### config.mk
export PLATFORM = sky130hd
export DESIGN_NAME = shbg_fifo
export DESIGN_NICKNAME = d
export VERILOG_FILES = /design/src/design/shbg_pkg.sv /design/src/design/shbg_fifo.sv
export SDC_FILE = /design/constraint.sdc
export NUM_CORES = 1
export LEC_CHECK = 0
export BUFFER_PORTS_ARGS = -buffer_cell sky130_fd_sc_hd__buf_4
export CORE_ASPECT_RATIO = 0.9
export CORE_UTILIZATION = 28
export DETAILED_ROUTE_END_ITERATION = 10
export PLACE_DENSITY = 0.46
export SYNTH_ARGS = -nofsm -noshare
export SYNTH_HDL_FRONTEND = slang
export SYNTH_SLANG_ARGS = --single-unit
### constraint.sdc
create_clock -name clk -period 5.9 [get_ports clk]
set_input_delay 0.59 -clock clk [delete_from_list [all_inputs] [get_ports clk]]
set_output_delay 0.59 -clock clk [all_outputs]
set_load 0.005 [all_outputs]
### src/design/shbg_pkg.sv
`default_nettype none
// ----------------------------------------------------------------------------
// shbg_pkg - shared types and constants of the spatial hash bucket generator
// Primes of the hash, register map, queue entry, front state machine and the
// restoring divide step used by the quantizers and the reciprocal unit.
// ----------------------------------------------------------------------------
package shbg_pkg;

    localparam logic [31:0] PRIME_X = 32'd73856093;
    localparam logic [31:0] PRIME_Y = 32'd19349663;
    localparam logic [31:0] PRIME_Z = 32'd83492791;

    localparam int DEF_MAX_BUCKETS = 65536;
    localparam int DEF_QUEUE_DEPTH = 2;

    localparam int ADDR_W = 3;
    localparam logic [30:0] CELL_SIZE_RST  = 31'd65536;
    localparam logic [16:0] TABLE_SIZE_RST = 17'd4096;

    // two quotient bits per cycle over a 32-bit dividend
    localparam int DIV_CYCLES = 16;

    typedef enum logic {
        REG_CELL_SIZE  = 1'b0,
        REG_TABLE_SIZE = 1'b1
    } reg_idx_t;

    typedef enum logic {
        OP_INSERT = 1'b0,
        OP_QUERY  = 1'b1
    } op_t;

    typedef enum logic [1:0] {
        FR_IDLE,
        FR_DIV,
        FR_PUSH
    } front_state_t;

    typedef struct packed {
        op_t         opcode;
        logic [31:0] ix;
        logic [31:0] iy;
        logic [31:0] iz;
    } q_entry_t;

    typedef struct packed {
        logic [31:0] rem;
        logic [31:0] quo;
    } div_state_t;

    // width of the effective table size for a given bucket limit
    function automatic int tbl_w(input int max_b);
        if (max_b >= 131071)
        begin
            return 17;
        end
        return $clog2(max_b + 1);
    endfunction

    // one restoring step: shift in the next dividend bit, subtract if it fits
    function automatic div_state_t div_step(input div_state_t cur, input logic [31:0] d);
        logic [32:0] rs;
        logic [32:0] diff;
        div_state_t  nx;
        rs     = {cur.rem, cur.quo[31]};
        diff   = rs - {1'b0, d};
        nx.quo = {cur.quo[30:0], ~diff[32]};
        nx.rem = diff[32] ? rs[31:0] : diff[31:0];
        return nx;
    endfunction

endpackage
`default_nettype wire

### src/design/shbg_fifo.sv
`default_nettype none
// ----------------------------------------------------------------------------
// shbg_fifo - short queue between front and back
// Holds quantized cells so that intake and hashing stall independently.
// ----------------------------------------------------------------------------
module shbg_fifo
#(
    parameter int DEPTH = shbg_pkg::DEF_QUEUE_DEPTH
)
(
    input  wire logic               clk,
    input  wire logic               rst_n,
    input  wire logic               push,
    input  wire shbg_pkg::q_entry_t din,
    input  wire logic               pop,
    output shbg_pkg::q_entry_t      dout,
    output logic                    full,
    output logic                    empty
);

    localparam int PW = $clog2(DEPTH);
    localparam int CW = $clog2(DEPTH + 1);

    shbg_pkg::q_entry_t mem [DEPTH];

    logic [PW-1:0] wr_ptr_reg;
    logic [PW-1:0] rd_ptr_reg;
    logic [CW-1:0] count_reg;

    assign full  = (count_reg == CW'(DEPTH));
    assign empty = (count_reg == '0);
    assign dout  = mem[rd_ptr_reg];

    always_ff @(posedge clk or negedge rst_n)
    begin
        if (!rst_n)
        begin
            wr_ptr_reg <= '0;
            rd_ptr_reg <= '0;
            count_reg  <= '0;
        end
        else
        begin
            if (push)
            begin
                wr_ptr_reg <= (wr_ptr_reg == PW'(DEPTH - 1)) ? '0 : wr_ptr_reg + PW'(1);
            end
            if (pop)
            begin
                rd_ptr_reg <= (rd_ptr_reg == PW'(DEPTH - 1)) ? '0 : rd_ptr_reg + PW'(1);
            end
            if (push && !pop)
            begin
                count_reg <= count_reg + CW'(1);
            end
            else if (pop && !push)
            begin
                count_reg <= count_reg - CW'(1);
            end
        end
    end

    always_ff @(posedge clk)
    begin
        if (push)
        begin
            mem[wr_ptr_reg] <= din;
        end
    end

endmodule
`default_nettype wire

Word-level counts from Yosys, hierarchy flattened
Memory sizes are Yosys's and may differ from the RTL's. Cells that the tools add are included.

Memories: 1. Register bits after elaboration: 4. RAM bits: 194.

Memory list: mem (depth 2, bits a word 97, read ports 1, clocked after memory_dff 0, write ports 1, RTL line shbg_fifo.sv:24) `shbg_pkg::q_entry_t mem [DEPTH];`.

Add/subtract/negate cells: 4. Muxes and demuxes: 6. Equality and inequality tests: 1. Reduce and logical (&&, ||, !) cells: 6.

Operator list (count): 1-bit two-way mux (4); 2-bit two-way mux (2); 1-bit adder, second input constant (2); 2-bit by 1-bit adder with 2-bit output, second input constant (1); 2-bit == test, second input constant (1); 1-bit logical AND (2); 1-bit logical NOT (2); 2-bit logical NOT (1); 2-bit nonzero test (1); 2-bit by 1-bit subtractor with 2-bit output, second input constant (1).

Longest topological paths before layout
Depth in word-level cells: 4. Depth in mapped cells: 5.

Worst setup path after synthesis
Ideal clock, no wire load.

Kind: input-to-reg. From: input push. To: memory mem[0][0] (netlist bit) (enable). Path slack: 521 ps. Cell stages on the path: 1. Arrival: 4814 ps. Data required time: 5335 ps. Library setup time: 565 ps. Buffers on the path: 0. Cell sequence: nor2b_1.

Longest elaborated chain between the ends: 2.

RTL lines: from (decl) (RTL line shbg_fifo.sv:13) `input wire logic push,`; 1-bit two-way mux (RTL line shbg_fifo.sv:65) `if (push)`; 1-bit two-way mux (implied by the code) (RTL line shbg_fifo.sv:67) `mem[wr_ptr_reg] <= din;`; to (decl) (RTL line shbg_fifo.sv:24).

No other way between the ends.

==> run summary <==
synth warn: 0
sequential fraction of design power: 46.6%
CP max stage cell: sky130_fd_sc_hd__dfrtp_4
startpoint type of the worst setup path: flop
Post-Place Cells: 852
Crit Path Category: reg2out
maximum number of pins on one net before global-route repair: 63
worst reg2reg endpoint: mem[1][16]
Distinct cells, synth: 13
summed negative setup slack over all endpoints: 0 ps
Area Overhead vs Synth: 33.66%
number of antenna violations at the first check in global routing: 0
GRT Overall Usage: 10.83%
CTS tree: built
master cell of the clock root buffer: sky130_fd_sc_hd__clkbuf_16
proportion of netlist area held by the largest area contributor: 80.25%
post-synthesis instance area: 7259 um2
latest clock arrival within the worst-skew pair: 420 ps
worst setup skew after layout: 8.492 ps
startpoint of the most critical hold path: din[70]
DRC violation total after the first TritonRoute iteration: 202
reported leakage power: 3.635 nW
Die Wd: 171.7 um
series of cell instances along the critical path: buf_4 -> mux2_2 -> buf_4
die outline area: 26,580 um2
commonest cells after routing, fill and taps aside: 203 x sky130_fd_sc_hd__buf_4, 194 x sky130_fd_sc_hd__edfxtp_1, 77 x sky130_fd_sc_hd__mux2_2
ANT nets after route: 0
buffers and inverters on the worst path: 2
required arrival time at the worst endpoint: 5310 ps
average cell area after synthesis: 22.83 um2
Core ar.: 25,320 um2
fraction of final layout cells with drive strength greater than 1: 61.25%
number of hold buffers added after cts: 1
power per cell area: 445.3 nW/um2
Hold Vio Cnt, Final: 0
end point of the most critical hold path: mem[0][70]
Residual DRC: 0
# H-tree levels: 4
HPWL Detailed: 9116 um
number of iterations in the first detailed-routing pass: 4
run status: finished clean
CTS Sinks: 198
Avg Vias per Cell: 4.055
DR vias: 3,585
vertical die dimension: 154.8 um
setup slack of the critical path after layout: 2647 ps
number of cells produced by synthesis: 318
classification of the worst-slack hold path: in2reg
area leader, netlist: sky130_fd_sc_hd__edfxtp_1
number of input and output port buffers inserted: 199
sequential cell area in the final layout: 5929 um2
final worst-path cycle share: 55.14%
switching power total: 1.169 mW
# IOs: 200
maximum clock insertion buffer count: 2
flip-flop count of the largest register, all copies and words added: 194
dominant cell type by count on the critical path: sky130_fd_sc_hd__buf_4
unrepaired setup endpoints after global routing: no
worst slew pin tran: 901.3 ps
number of cells on the worst reg-to-reg path: 2
Cell Count, Final, Fillers Out: 884
total of fill cells in the finished design: 2,409
Area contributors post-synth: sky130_fd_sc_hd__edfxtp_1 80%, sky130_fd_sc_hd__mux2_2 12%, sky130_fd_sc_hd__mux2_4 4.1%, sky130_fd_sc_hd__dfrtp_1 1.4%, sky130_fd_sc_hd__buf_6 0.62%
maximum clock rate: 307.4 MHz
number of nets produced by synthesis: 420
sequential cell area fraction in the yosys report: 81.63%
Cell Rows: 55
worst slack at placement: 3014 ps
Routed wire per std cell: 16.17 um
flop2flop setup slack: 3710 ps
number of setup buffers added after CTS: 0
Worst Path Arrival: 2660 ps
area of the multi-input gates: 1260 um2
critical-path maximum fanout: 62
worst slew slack as a fraction of its limit: 39.92%
vias in the first global route: 3,846
CP top delay family: flip-flops
overall overflow remaining after global route: 0
worst flop-to-flop path startpoint: wr_ptr_reg
routed wire length: 14,290 um
final core utilization: 38.32%
number of clock buffers inserted by TritonCTS: 17
register clock-pin slew on the reported worst setup and hold paths: 80 ps
first-pass GRT wire length: 21,150 um
Final Setup Violations: 0
Hold Crit Depth: 1
final net count: 632
delay of the slowest cell on the worst path: 1010 ps
number of cells upsized or downsized after cts: 0
RD Place Congestion: 0.6604
combinational share of power: 28.3%
Int Pwr: 3.152 mW
post-synthesis sequential element count: 198
Switching Share: 27.06%
# diodes: 0
share of total power in the clock network: 25.0%
most frequent standard cell in the layout excluding fill and tap cells: sky130_fd_sc_hd__buf_4
initial cell density of the core: 28.67%
number of max-capacitance violations reported: 0
final worst path period need: 3253 ps
final count of pins violating max slew: 0
Max rail drop VDD: 219.7 uV
Setup crit end kind: primary output
-- final cells by class --
cell class	instances	share of cell area [%]
Tap cell	342	4.410
Clock buffer	18	4.423
Clock inverter	13	1.225
Inverter	1	0.03868
Multi-Input combinational cell	108	12.99
Timing Repair Buffer	204	15.81
Sequential cell	198	61.11
-- metrics by stage --
step | hold slack [ps] | area [um2] | power (mW)
final | 348.8 | 9703 | 4.321
after global routing | 311.9 | 9703 | 4.552
after CTS | 314.0 | 9703 | 4.414
after detailed placement | 390.7 | 9145 | 3.314
after global placement | 388.8 | 9145 | 3.298
after floorplan | 294.4 | 7259 | 2.688
-- cells in the mapped netlist, drive strengths merged --
cell type  count
nor2b          2
xnor2          1
dfrtp          4
and2           1
mux2          97
buf           11
nor2           2
edfxtp       194
inv            1
xor2           4
ha             1
-- worst register-to-register path: stages (launching register included) --
cell                      delay (ps)
sky130_fd_sc_hd__dfrtp_1         420
sky130_fd_sc_hd__and2_4          600
sky130_fd_sc_hd__buf_4           770
-- cell families (layout without fill, tap and decap cells) --
logic type                 count (synthesis)  after routing  share of synthesized area, %
DFF                                      198            198                         81.63
muxes                                     97             97                         16.08
buffers and inverters                     12            236                         1.155
xor gates and xnor gates                   5              5                        0.6032
and+or+nand+nor                            5              5                        0.3620
adders and majority gates                  1              1                        0.1723
-- power by group through the flow --
| stage | clock, mW | combinational (mW) | sequential, mW |
|---|---|---|---|
| final | 1.08 | 1.22 | 2.02 |
| after global routing | 1.17 | 1.33 | 2.05 |
| after CTS | 1.12 | 1.26 | 2.03 |
| after detailed placement | 0 | 1.26 | 2.06 |
| after global placement | 0 | 1.25 | 2.05 |
| after floorplan | 0 | 0.714 | 1.97 |
-- layer usage --
layer	up-vias	track usage, %	wire length [um]
li1	1679	-	-
met1	1780	12.76	6028
met2	121	17.51	6887
met3	5	5.143	1279
met4	0	3.061	99
met5	-	0	0
-- how the worst max path moves through the flow --
stage / startpoint / end / slack, ps / depth (start not counted)
after floorplan: push / mem[0][0] / 520 / 1
after global placement: rd_ptr_reg / dout[4] / 3060 / 3
after detailed placement: rd_ptr_reg / dout[34] / 3010 / 3
after CTS: rd_ptr_reg / dout[34] / 2540 / 3
after global routing: rd_ptr_reg / dout[83] / 2470 / 3
final: rd_ptr_reg / dout[34] / 2650 / 3
(Power assumes the default switching activity.)
