## src/design/shbg_pkg.sv

```systemverilog
`default_nettype none
// ----------------------------------------------------------------------------
// shbg_pkg - shared types and constants of the spatial hash bucket generator
// Primes of the hash, register map, queue entry, front state machine and the
// restoring divide step used by the quantizers and the reciprocal unit.
// ----------------------------------------------------------------------------
package shbg_pkg;

    localparam logic [31:0] PRIME_X = 32'd73856093;
    localparam logic [31:0] PRIME_Y = 32'd19349663;
    localparam logic [31:0] PRIME_Z = 32'd83492791;

    localparam int DEF_MAX_BUCKETS = 65536;
    localparam int DEF_QUEUE_DEPTH = 2;

    localparam int ADDR_W = 3;
    localparam logic [30:0] CELL_SIZE_RST  = 31'd65536;
    localparam logic [16:0] TABLE_SIZE_RST = 17'd4096;

    // two quotient bits per cycle over a 32-bit dividend
    localparam int DIV_CYCLES = 16;

    typedef enum logic {
        REG_CELL_SIZE  = 1'b0,
        REG_TABLE_SIZE = 1'b1
    } reg_idx_t;

    typedef enum logic {
        OP_INSERT = 1'b0,
        OP_QUERY  = 1'b1
    } op_t;

    typedef enum logic [1:0] {
        FR_IDLE,
        FR_DIV,
        FR_PUSH
    } front_state_t;

    typedef struct packed {
        op_t         opcode;
        logic [31:0] ix;
        logic [31:0] iy;
        logic [31:0] iz;
    } q_entry_t;

    typedef struct packed {
        logic [31:0] rem;
        logic [31:0] quo;
    } div_state_t;

    // width of the effective table size for a given bucket limit
    function automatic int tbl_w(input int max_b);
        if (max_b >= 131071)
        begin
            return 17;
        end
        return $clog2(max_b + 1);
    endfunction

    // one restoring step: shift in the next dividend bit, subtract if it fits
    function automatic div_state_t div_step(input div_state_t cur, input logic [31:0] d);
        logic [32:0] rs;
        logic [32:0] diff;
        div_state_t  nx;
        rs     = {cur.rem, cur.quo[31]};
        diff   = rs - {1'b0, d};
        nx.quo = {cur.quo[30:0], ~diff[32]};
        nx.rem = diff[32] ? rs[31:0] : diff[31:0];
        return nx;
    endfunction

endpackage
`default_nettype wire

```

## src/design/shbg_front.sv

```systemverilog
`default_nettype none
// ----------------------------------------------------------------------------
// shbg_front - item intake and cell quantization
// Buffers one item, divides the three coordinates by the cell size with
// radix-4 restoring dividers in parallel and pushes the cell indices.
// ----------------------------------------------------------------------------
module shbg_front
(
    input  wire logic               clk,
    input  wire logic               rst_n,
    input  wire logic               req_valid,
    output logic                    req_stall,
    input  wire logic               opcode,
    input  wire logic [31:0]        pos_x,
    input  wire logic [31:0]        pos_y,
    input  wire logic [31:0]        pos_z,
    input  wire logic [30:0]        cell_size,
    input  wire logic               fifo_full,
    output logic                    push,
    output shbg_pkg::q_entry_t      push_entry
);

    localparam int CNT_W = $clog2(shbg_pkg::DIV_CYCLES);

    shbg_pkg::front_state_t state_reg, state_next;

    logic              buf_full_reg;
    logic              buf_op_reg;
    logic [31:0]       buf_pos_reg [3];

    logic [CNT_W-1:0]  cnt_reg;
    shbg_pkg::op_t     op_reg;
    logic              neg_reg [3];
    shbg_pkg::div_state_t dv_reg [3];
    shbg_pkg::div_state_t dv_next [3];
    shbg_pkg::div_state_t dv_load [3];
    logic              neg_load [3];
    logic [31:0]       quant [3];

    logic              accept;
    logic              load;
    logic              step;
    logic [31:0]       divisor;

    assign accept    = req_valid && !buf_full_reg;
    assign req_stall = buf_full_reg;
    assign divisor   = {1'b0, cell_size};

    always_comb
    begin
        state_next = state_reg;
        unique case (state_reg)
            shbg_pkg::FR_IDLE:
            begin
                if (buf_full_reg)
                begin
                    state_next = shbg_pkg::FR_DIV;
                end
            end
            shbg_pkg::FR_DIV:
            begin
                if (cnt_reg == CNT_W'(shbg_pkg::DIV_CYCLES - 1))
                begin
                    state_next = shbg_pkg::FR_PUSH;
                end
            end
            shbg_pkg::FR_PUSH:
            begin
                if (!fifo_full)
                begin
                    state_next = buf_full_reg ? shbg_pkg::FR_DIV : shbg_pkg::FR_IDLE;
                end
            end
            default:
            begin
                state_next = shbg_pkg::FR_IDLE;
            end
        endcase
    end

    always_comb
    begin
        load = 1'b0;
        step = 1'b0;
        push = 1'b0;
        unique case (state_reg)
            shbg_pkg::FR_IDLE:
            begin
                load = buf_full_reg;
            end
            shbg_pkg::FR_DIV:
            begin
                step = 1'b1;
            end
            shbg_pkg::FR_PUSH:
            begin
                push = !fifo_full;
                load = !fifo_full && buf_full_reg;
            end
            default:
            begin
                load = 1'b0;
            end
        endcase
    end

    always_comb
    begin
        for (int l = 0; l < 3; l++)
        begin
            neg_load[l]    = buf_pos_reg[l][31];
            dv_load[l].rem = 32'd0;
            dv_load[l].quo = buf_pos_reg[l][31] ? (32'd0 - buf_pos_reg[l]) : buf_pos_reg[l];
            dv_next[l]     = shbg_pkg::div_step(shbg_pkg::div_step(dv_reg[l], divisor), divisor);
            quant[l]       = neg_reg[l] ? (32'd0 - dv_reg[l].quo) : dv_reg[l].quo;
        end
    end

    assign push_entry.opcode = op_reg;
    assign push_entry.ix     = quant[0];
    assign push_entry.iy     = quant[1];
    assign push_entry.iz     = quant[2];

    always_ff @(posedge clk or negedge rst_n)
    begin
        if (!rst_n)
        begin
            state_reg    <= shbg_pkg::FR_IDLE;
            buf_full_reg <= 1'b0;
        end
        else
        begin
            state_reg <= state_next;
            if (accept)
            begin
                buf_full_reg <= 1'b1;
            end
            else if (load)
            begin
                buf_full_reg <= 1'b0;
            end
        end
    end

    always_ff @(posedge clk)
    begin
        if (accept)
        begin
            buf_op_reg     <= opcode;
            buf_pos_reg[0] <= pos_x;
            buf_pos_reg[1] <= pos_y;
            buf_pos_reg[2] <= pos_z;
        end
        if (load)
        begin
            cnt_reg <= '0;
            op_reg  <= shbg_pkg::op_t'(buf_op_reg);
            for (int l = 0; l < 3; l++)
            begin
                neg_reg[l] <= neg_load[l];
                dv_reg[l]  <= dv_load[l];
            end
        end
        else if (step)
        begin
            cnt_reg <= cnt_reg + CNT_W'(1);
            for (int l = 0; l < 3; l++)
            begin
                dv_reg[l] <= dv_next[l];
            end
        end
    end

endmodule
`default_nettype wire

```

## config.mk

```make
export PLATFORM = sky130hd
export DESIGN_NAME = shbg_front
export DESIGN_NICKNAME = d
export VERILOG_FILES = /design/src/design/shbg_pkg.sv /design/src/design/shbg_front.sv
export SDC_FILE = /design/constraint.sdc
export NUM_CORES = 1
export LEC_CHECK = 0
export BUFFER_PORTS_ARGS = -buffer_cell sky130_fd_sc_hd__buf_4
export CAP_MARGIN = 10
export CORE_ASPECT_RATIO = 1.75
export CORE_UTILIZATION = 55
export CTS_BUF_LIST = sky130_fd_sc_hd__clkbuf_16
export CTS_CLUSTER_DIAMETER = 150
export DETAILED_ROUTE_END_ITERATION = 7
export PLACE_DENSITY = 0.77
export SLEW_MARGIN = 0
export SYNTH_ARGS = -nofsm -noshare
export SYNTH_HDL_FRONTEND = slang
export SYNTH_SLANG_ARGS = --single-unit
```

## constraint.sdc

```tcl
create_clock -name clk -period 8.5 [get_ports clk]
set_input_delay 1.275 -clock clk [delete_from_list [all_inputs] [get_ports clk]]
set_output_delay 1.275 -clock clk [all_outputs]
set_load 0.05 [all_outputs]
```

After elaboration in Yosys (flattened, before gate mapping). Memory sizes are Yosys's and may differ from the RTL's. Cells that the tools add are included.

Flip-flop bits (word level): 9. Bits in writable memories: 291. Input bits: 132. Output and inout port bits: 99. Word-level logic and storage cells: 75. Memories: 3.

Memories: dv_reg (words 3, bits a word 64, rd ports 3, clocked after Yosys merged registers in 0, wr ports 3, RTL line shbg_front.sv:34) `shbg_pkg::div_state_t dv_reg [3];`; buf_pos_reg (words 3, bits a word 32, rd ports 3, clocked after Yosys merged registers in 0, wr ports 3, RTL line shbg_front.sv:29) `logic [31:0] buf_pos_reg [3];`; neg_reg (words 3, bits a word 1, rd ports 3, clocked after Yosys merged registers in 0, wr ports 3, RTL line shbg_front.sv:33) `logic neg_reg [3];`.

Add/subtract/negate cells: 13. Equal/unequal tests: 6. Multiplexer cells: 32. Bitwise operators: 9. Reductions and logical operators: 7.

Operators with widths (count): 32-bit two-way mux (12); 33-bit by 31-bit subtractor with 33-bit output (6); 64-bit two-way mux (3); 1-bit by 32-bit subtractor with 32-bit output, first input constant (6); 1-bit two-way mux (12); 2-bit two-way mux (3); 2-bit != test, second input constant (3); 1-bit NOT (6); 2-bit case mux with 3 select lines (1); 4-bit by 1-bit adder with 4-bit output, second input constant (1); 4-bit equality test, second input constant (1); 1-bit bitwise OR (3); 3-bit AND reduction (1); 2-bit by 1-bit equality test with 1-bit output, second input constant (1); 2-bit equality test, second input constant (1); 1-bit logical AND (2); 1-bit zero test (2); 2-bit zero test (1); 1-bit case mux with 2 select lines (1); 2-bit nonzero test (1).

Depth between registers and ports, before layout. Gate-level depths: netlist of the first run.

Word-level depth: 6. Depth in mapped cells: 29. Gate-level depth less buffers: 26.

Least setup slack after synthesis of the first run. OpenSTA, ideal clock, no wires.

Path type: in2reg. Start: input fifo_full. End: memory dv_reg[0][0] (netlist name), enable pin. Library setup time: 587 ps. Arrival: 6791 ps. Data required time: 7913 ps. Setup slack: 1122 ps. Cell stages on the path: 2. Path buffers: 0. Cells stage by stage: a211oi_1 > nand2b_1.

RTL lines: from (decl) (RTL line shbg_front.sv:18) `input wire logic fifo_full,`; to (decl) (RTL line shbg_front.sv:34).

==> flow_summary.json, run 1 <==
{
  "violations": "design-rule violations",
  "synthesis.nets": 3132,
  "synthFlopType": "edfxtp_1",
  "synthToLayoutAreaGrowth_pct": 13.9,
  "start_kind": "input pin",
  "n_fill_cell": 3774,
  "largest_reg_flops": 192,
  "drtIter0Drc": 1337,
  "start_util_pct": 55.9,
  "first_pass_iters": 8,
  "cts_buffers": 29,
  "reg2reg_slack_ps": 1160,
  "drv_slew": 0,
  "drc": 3,
  "setup.worst_path.class": "in -> reg",
  "num_io_pins": 231,
  "die_h_um": 289,
  "cts_htree_levels": 1,
  "drive_gt1_share_pct": 13.8,
  "synthArstFlopShare_pct": 1.00,
  "cp_max_fo": 27,
  "cts_setup_buffers": 0,
  "synth_seq_cells": 300,
  "grt_usage_pct": 28.5,
  "fmax_ghz": 0.131,
  "wirelength_mm": 69.4,
  "period_share_pct": 90.1,
  "syn-cell-area_um2": 25800,
  "slew-limit-headroom_pct": 30.0,
  "grt_pass1_vias": 22501,
  "tightest_slew_ps": 1040,
  "cts-root-buf": "clkbuf_16",
  "period_needed_ps": 7660,
  "setup_tns_ps": 0,
  "io_buffers": 230,
  "timing_hold_violations_final": 0,
  "cts_buffer_depth": 3,
  "layout_commonest_cell": "edfxtp_1",
  "clock_latency_ps": 600,
  "synth.distinct_cells": 76,
  "routed_via_density": 6.21,
  "fin_util_pct": 63.6,
  "core-area_um2": 46200,
  "nNetsFinal": 3337,
  "gp_congestion": 0.976,
  "placed_cell_area_um2": 28300,
  "setup_violations": 0,
  "synth_top_cell_by_area": "edfxtp_1",
  "synth_area_leaders": "edfxtp_1 34%, ha_1 9.4%, xnor2_1 6.8%",
  "synth-edff-count": 293,
  "drv_cap": 0,
  "fp-row-count": 104,
  "layout_common_cells": "293 x edfxtp_1, 285 x nand2_1, 276 x buf_4",
  "grt_start_max_net_pins": 95,
  "fp.dieW_um": 166,
  "ctsHoldBuffers": 0,
  "worst_slack_ps": 838,
  "fin_area_um2": 29400,
  "grt_pass1_wl_mm": 110,
  "wl_per_cell_um": 19.2,
  "hold_class": "reg -> reg",
  "crit_required_ps": 8810,
  "preCtsSetupSlack_ps": 328,
  "clock-skew-final_ps": 27.2,
  "yosysWarnings": 0,
  "postRouteAntennaNets": 0,
  "postCtsResizedCells": 0,
  "cts_tree": "yes",
  "dieArea_um2": 47800,
  "globalRoute.totalOverflow": 0,
  "dpl.hpwl_mm": 53.9,
  "antenna_found_initial": 1,
  "netlist_instances": 2801,
  "clk_pin_slew_ps": 70,
  "synth.top_cell.area_share_pct": 34.1,
  "end_kind": "register",
  "vias": 22424,
  "grt_setup_unrepaired": "no",
  "arrival_ps": 7970,
  "status": "complete, but fails checks",
  "syn_avg_cell_area_um2": 9.21,
  "cts_num_sinks": 300,
  "synth-seq-area-share_pct": 34.7
}
Yosys cell counts (all sizes together), types with 32 or more instances:
cell type and count:
nor2 178, ha 193, mux2 50, edfxtp 293, o31ai 74, a21o 104
or4 37, o21a 33, o21ai 274, clkbuf 80, or3 32, mux2i 62
nand2 285, xor2 141, a21oi 143, xnor2 201, nand3 75, inv 96
nand2b 45
metal layers:
layer | GRT usage (%) | up-vias | share of wire [%]
li1 | - | 10865 | -
met5 | 0 | - | 0
met2 | 54.2 | 745 | 52
met1 | 29.9 | 10602 | 37
met4 | 18.7 | 0 | 6.2
met3 | 2.89 | 212 | 4.6
critical path, cell delays in order:
cell	delay [ps]
buf_4	140
inv_1	100
buf_4	190
fa_1	280
a211oi_1	110
o211a_1	300
nor4b_2	700
o211ai_1	230
nand3b_1	150
and3_2	400
buf_4	380
mux2_2	400
ha_1	390
and3_1	240
nand4_1	190
or4_1	640
o211ai_1	250
o211ai_1	210
o22ai_1	200
nor3b_1	70
buf_4	150
xnor2_4	340
buf_12	260
mux2i_1	250
nor2_1	60
stage by stage:
stage                     cells  hold slack [ps]
final                      3613              429
after global routing       3613              446
after floorplan            2801              400
after CTS                  3612              434
after global placement     3558              411
after detailed placement   3558              412
layout make-up:
type                    count  area [um^2]  area share (%)
repair buffers            280         2150            7.33
diodes                      1         2.50         0.00852
flip-flops and latches    300         8950            30.5
well taps                 583          729            2.48
clock buffers              29          726            2.47
inverters                  96          360            1.23
clock inverters            25          332            1.13
multi-input cells        2299        16100            54.9
worst paths after layout:
path                            endpoint     startpoint  cells after the start
setup / recovery           dv_reg[0][49]   cell_size[1]                     25
hold / removal                    op_reg     buf_op_reg                      0
setup reg to reg           dv_reg[0][49]  dv_reg[0][31]                     26
hold reg to reg                   op_reg     buf_op_reg                      0
max in group asynchronous   state_reg[0]          rst_n                      1
min in group asynchronous      req_stall          rst_n                      1
cell families after synthesis:
group	count (synthesis)	share of synthesized area (%)
compound gates	852	21.5
xor+xnor	342	11.7
fa+ha+maj	199	9.82
buf+inv	202	3.09
flops	300	34.7
mux	112	4.59
simple gates	794	14.6
Power of run 1 is left out: the tool's default activity adds up to more than one toggle a clock period on the data nets, which glitch-free logic cannot reach.
==> inputs of run 2 (changes only) <==
--- a/config.mk
+++ b/config.mk
@@ -8,11 +8,12 @@
 export BUFFER_PORTS_ARGS = -buffer_cell sky130_fd_sc_hd__buf_4
 export CAP_MARGIN = 10
 export CORE_ASPECT_RATIO = 1.75
-export CORE_UTILIZATION = 55
+export CORE_UTILIZATION = 30
 export CTS_BUF_LIST = sky130_fd_sc_hd__clkbuf_16
 export CTS_CLUSTER_DIAMETER = 150
 export DETAILED_ROUTE_END_ITERATION = 7
-export PLACE_DENSITY = 0.77
+export MAX_ROUTING_LAYER = met4
+export PLACE_DENSITY = 0.48
 export SLEW_MARGIN = 0
 export SYNTH_ARGS = -nofsm -noshare
 export SYNTH_HDL_FRONTEND = slang
==> run 2 against run 1 <==
  * The flow now finishes without violations
  * Hold slack worse by 6.2 ps
  * Die area is 82% higher
  * Flip-flop and latch count stayed put
  * Non-clock buffer count increased by 21
  * Routed wire length grew 10%
  * Highest routed layer unchanged
==> flow_summary.json, run 2 (synthesized netlist as in run 1, its figures left out) <==
{
  "status": "finished, final reports clean",
  "postCtsResizedCells": 0,
  "drv_cap": 0,
  "grt_pass1_wl_mm": 119,
  "worst_path_most_repeated_cell": "buf_4",
  "die_h_um": 390,
  "postRouteAntennaNets": 0,
  "grt_setup_unrepaired": "no",
  "fp.dieW_um": 224,
  "antenna_found_initial": 0,
  "arrival_ps": 8190,
  "grt_usage_pct": 17.7,
  "dr.max_layer_used": "met4",
  "period_needed_ps": 7830,
  "synthToLayoutAreaGrowth_pct": 17.6,
  "largest_reg_flops": 192,
  "globalRoute.totalOverflow": 0,
  "timing_hold_violations_final": 0,
  "tightest_slew_ps": 1060,
  "seq_area_um2": 8950,
  "clock-skew-final_ps": 19.4,
  "hold_class": "reg -> reg",
  "drtIter0Drc": 1062,
  "crit_required_ps": 8860,
  "drive_gt1_share_pct": 14.4,
  "cts-root-buf": "clkbuf_16",
  "drc": 0,
  "layout_commonest_cell": "buf_4",
  "gp_congestion": 0.854,
  "ctsHoldBuffers": 0,
  "end_kind": "register",
  "slew-limit-headroom_pct": 28.7,
  "cts_setup_buffers": 0,
  "wirelength_mm": 76.3,
  "fp-row-count": 141,
  "setup.worst_path.class": "in -> reg",
  "vias": 21989,
  "n_antenna_cell": 0,
  "cts_buffer_depth": 3,
  "layout_common_cells": "296 x buf_4, 293 x edfxtp_1, 285 x nand2_1",
  "setup_tns_ps": 0,
  "num_io_pins": 231,
  "grt_start_max_net_pins": 124,
  "wl_per_cell_um": 18.2,
  "wl_met1_mm": 31.1,
  "fin_util_pct": 35.8,
  "cp_slowest_cell": "fa_1",
  "cpPeakStageDelay_ps": 480,
  "multi_input_area_um2": 16100,
  "nNetsFinal": 3363,
  "cts_num_sinks": 300,
  "dieArea_um2": 87200,
  "wl_met2_mm": 39.9,
  "cp_max_fo": 37,
  "clock_latency_ps": 570,
  "start_kind": "input pin",
  "cts_htree_levels": 2,
  "grt_pass1_vias": 22325,
  "first_pass_iters": 8,
  "start_util_pct": 30.4,
  "core-area_um2": 84900,
  "drv_slew": 0,
  "setup_violations": 0,
  "dpl.hpwl_mm": 60.7,
  "cts_tree": "yes",
  "routed_via_density": 5.24,
  "fmax_ghz": 0.128,
  "wl_met3_mm": 2.69,
  "io_buffers": 230,
  "n_fill_cell": 8652,
  "clk_pin_slew_ps": 60,
  "period_share_pct": 92.2,
  "cts_buffers": 34
}
run 2: layout make-up:
type / count / share of cell area (%)
multi-input cells: 2299 / 53.1
flip-flops and latches: 300 / 29.5
repair buffers: 301 / 7.65
well taps: 1144 / 4.72
clock buffers: 35 / 2.89
inverters: 96 / 1.19
clock inverters: 24 / 0.932
run 2: per-layer routing:
layer  vias to the layer above  GRT usage, %
met1                     10502          19.3
met3                       129          2.07
met4                         0          6.58
met2                       435          32.6
li1                      10923             -
met5                         -             -
run 2: critical path, delay by kind of cell:
kind,cells,cell delay [ps]
compound gates,13,3040
buf+inv,10,1710
fa+ha+maj,2,900
simple gates,3,570
mux,1,300
xor+xnor,1,300
run 2: worst paths after layout:
path / slack, ps / start / to / cells after the start
min reg2reg: 420 / buf_op_reg / op_reg / 0
min in group asynchronous: 500 / rst_n / state_reg[0] / 1
min: 420 / buf_op_reg / op_reg / 0
max in group asynchronous: 7900 / rst_n / req_stall / 1
max reg2reg: 910 / dv_reg[0][31] / dv_reg[0][61] / 23
max: 670 / cell_size[1] / dv_reg[0][163] / 30
run 2: per-stage QoR:
| stage | cells | hold slack (ps) | worst slack, ps | cell area (um^2) |
|---|---|---|---|---|
| after floorplan | 2801 | 400 | 1120 | 25800 |
| after detailed placement | 4140 | 408 | -62.4 | 29200 |
| final | 4199 | 423 | 665 | 30300 |
| after CTS | 4199 | 424 | 521 | 30300 |
| after global routing | 4199 | 440 | 205 | 30300 |
| after global placement | 4140 | 417 | -80.5 | 29200 |
Power of run 2 is left out for the same reason.
==> inputs of run 3 (changes only) <==
--- a/config.mk
+++ b/config.mk
@@ -12,6 +12,7 @@
 export CTS_BUF_LIST = sky130_fd_sc_hd__clkbuf_16
 export CTS_CLUSTER_DIAMETER = 150
 export DETAILED_ROUTE_END_ITERATION = 7
+export GPL_TIMING_DRIVEN = 0
 export MAX_ROUTING_LAYER = met4
 export PLACE_DENSITY = 0.48
 export SLEW_MARGIN = 0
==> constraint.sdc (replaced) <==
create_clock -name clk -period 7.7 [get_ports clk]
set_input_delay 1.155 -clock clk [delete_from_list [all_inputs] [get_ports clk]]
set_output_delay 1.155 -clock clk [all_outputs]
set_load 0.05 [all_outputs]
==> run 3 against run 2 <==
  * Register-to-register slack worse by 490 ps
  * Clock-buffer cell count stayed put
  * Sequential share of layout area is 0.25 points lower
  * Worst setup slack worse by 380 ps
  * Critical path depth is 2 lower
  * Critical path type unchanged
  * Critical endpoint is now dv_reg[0][113]
==> flow_summary.json, run 3 (synthesized netlist as in run 1, its figures left out) <==
{
  "worst_path_most_repeated_cell": "a21o_1",
  "cts_buffers": 34,
  "start_kind": "input pin",
  "cp_max_fo": 10,
  "crit_required_ps": 8090,
  "hold_class": "in -> async",
  "grt_start_max_net_pins": 62,
  "worst_slack_ps": 287,
  "grt_usage_pct": 19.5,
  "nNetsFinal": 3424,
  "drive_gt1_share_pct": 14.1,
  "clk_pin_slew_ps": 70,
  "core-area_um2": 84900,
  "drv_cap": 0,
  "clock-skew-final_ps": 31.1,
  "wirelength_mm": 83.3,
  "timing_hold_violations_final": 0,
  "cp_slowest_cell": "fa_1",
  "fp-row-count": 141,
  "layout_common_cells": "293 x edfxtp_1, 285 x nand2_1, 272 x o21ai_0",
  "preCtsSetupSlack_ps": -2500,
  "vias": 22037,
  "n_fill_cell": 8743,
  "arrival_ps": 7800,
  "period_needed_ps": 7410,
  "io_buffers": 230,
  "start_util_pct": 30.4,
  "dieArea_um2": 87200,
  "postRouteAntennaNets": 0,
  "status": "finished, final reports clean",
  "antenna_found_initial": 0,
  "cts-root-buf": "clkbuf_16",
  "fp.dieW_um": 224,
  "cpPeakStageDelay_ps": 490,
  "largest_reg_flops": 192,
  "grt_setup_unrepaired": "no",
  "cts_num_sinks": 300,
  "layout_commonest_cell": "edfxtp_1",
  "gp_congestion": 0.851,
  "first_pass_iters": 5,
  "end_kind": "register",
  "ctsHoldBuffers": 0,
  "wl_per_cell_um": 19.5,
  "drv_slew": 0,
  "clock_latency_ps": 570,
  "routed_via_density": 5.17,
  "drtIter0Drc": 997,
  "fmax_ghz": 0.135,
  "setup_violations": 0,
  "period_share_pct": 96.3,
  "drc": 0,
  "slew-limit-headroom_pct": 18.7,
  "tightest_slew_ps": 1220,
  "cts_htree_levels": 2,
  "die_h_um": 390,
  "num_io_pins": 231,
  "cts_tree": "yes",
  "grt_pass1_wl_mm": 128,
  "dpl.hpwl_mm": 67.7,
  "synthToLayoutAreaGrowth_pct": 18.6,
  "globalRoute.totalOverflow": 0,
  "cts_buffer_depth": 3,
  "grt_pass1_vias": 23126,
  "setup.worst_path.class": "in -> reg"
}
-- run 3: path summary, 6_finish.rpt --
| path | start | endpoint | slack, ps | cells after the start |
|---|---|---|---|---|
| min in group clk | buf_op_reg | op_reg | 420 | 0 |
| min | rst_n | state_reg[0] | 370 | 1 |
| max reg2reg | dv_reg[0][31] | dv_reg[0][61] | 420 | 27 |
| max in group asynchronous | rst_n | req_stall | 7210 | 1 |
| min reg2reg | buf_op_reg | op_reg | 420 | 0 |
| max | cell_size[1] | dv_reg[0][113] | 290 | 28 |
-- run 3: cell type report --
type	instances	area [um^2]	share of cell area [%]
sequential	300	8950	29.3
clock buffer	35	876	2.86
buffer	104	492	1.61
tap	1144	1430	4.68
multi-input combinational	2299	16200	53.1
timing repair buffer	258	2070	6.77
clock inverter	25	166	0.544
inverter	96	372	1.21
antenna	1	2.50	0.00818
-- run 3: layer usage --
layer,vias up,GRT usage (%),part of all wire [%]
met3,151,1.90,3.1
met2,432,38.4,56
met5,-,-,0
met1,10402,19.2,37
li1,11052,-,-
met4,0,7.93,4.2
-- run 3: stage by stage --
stage                     utilization (%)  instances  area (um^2)  hold slack (ps)  setup TNS (ps)
after global placement               34.1       4175        29000              403         -935960
after floorplan                         -       2801        25800              400               0
final                                36.1       4262        30600              370               0
after global routing                 36.1       4261        30600              358               0
after CTS                            36.0       4258        30500              333               0
after detailed placement             34.4       4183        29200              420         -197350
-- run 3: worst max-delay path: cells and delay by family --
family | cells | cell delay (ps)
xor+xnor | 2 | 490
buf+inv | 6 | 1220
simple gates | 5 | 890
fa+ha+maj | 2 | 840
compound gates | 13 | 3160
-- run 3: repair_timing --
item	CTS	global route
pin swaps	5	7
buffers inserted	16	4
setup endpoints to repair	99	92
resized for setup	46	16
Power of run 3 is left out for the same reason.
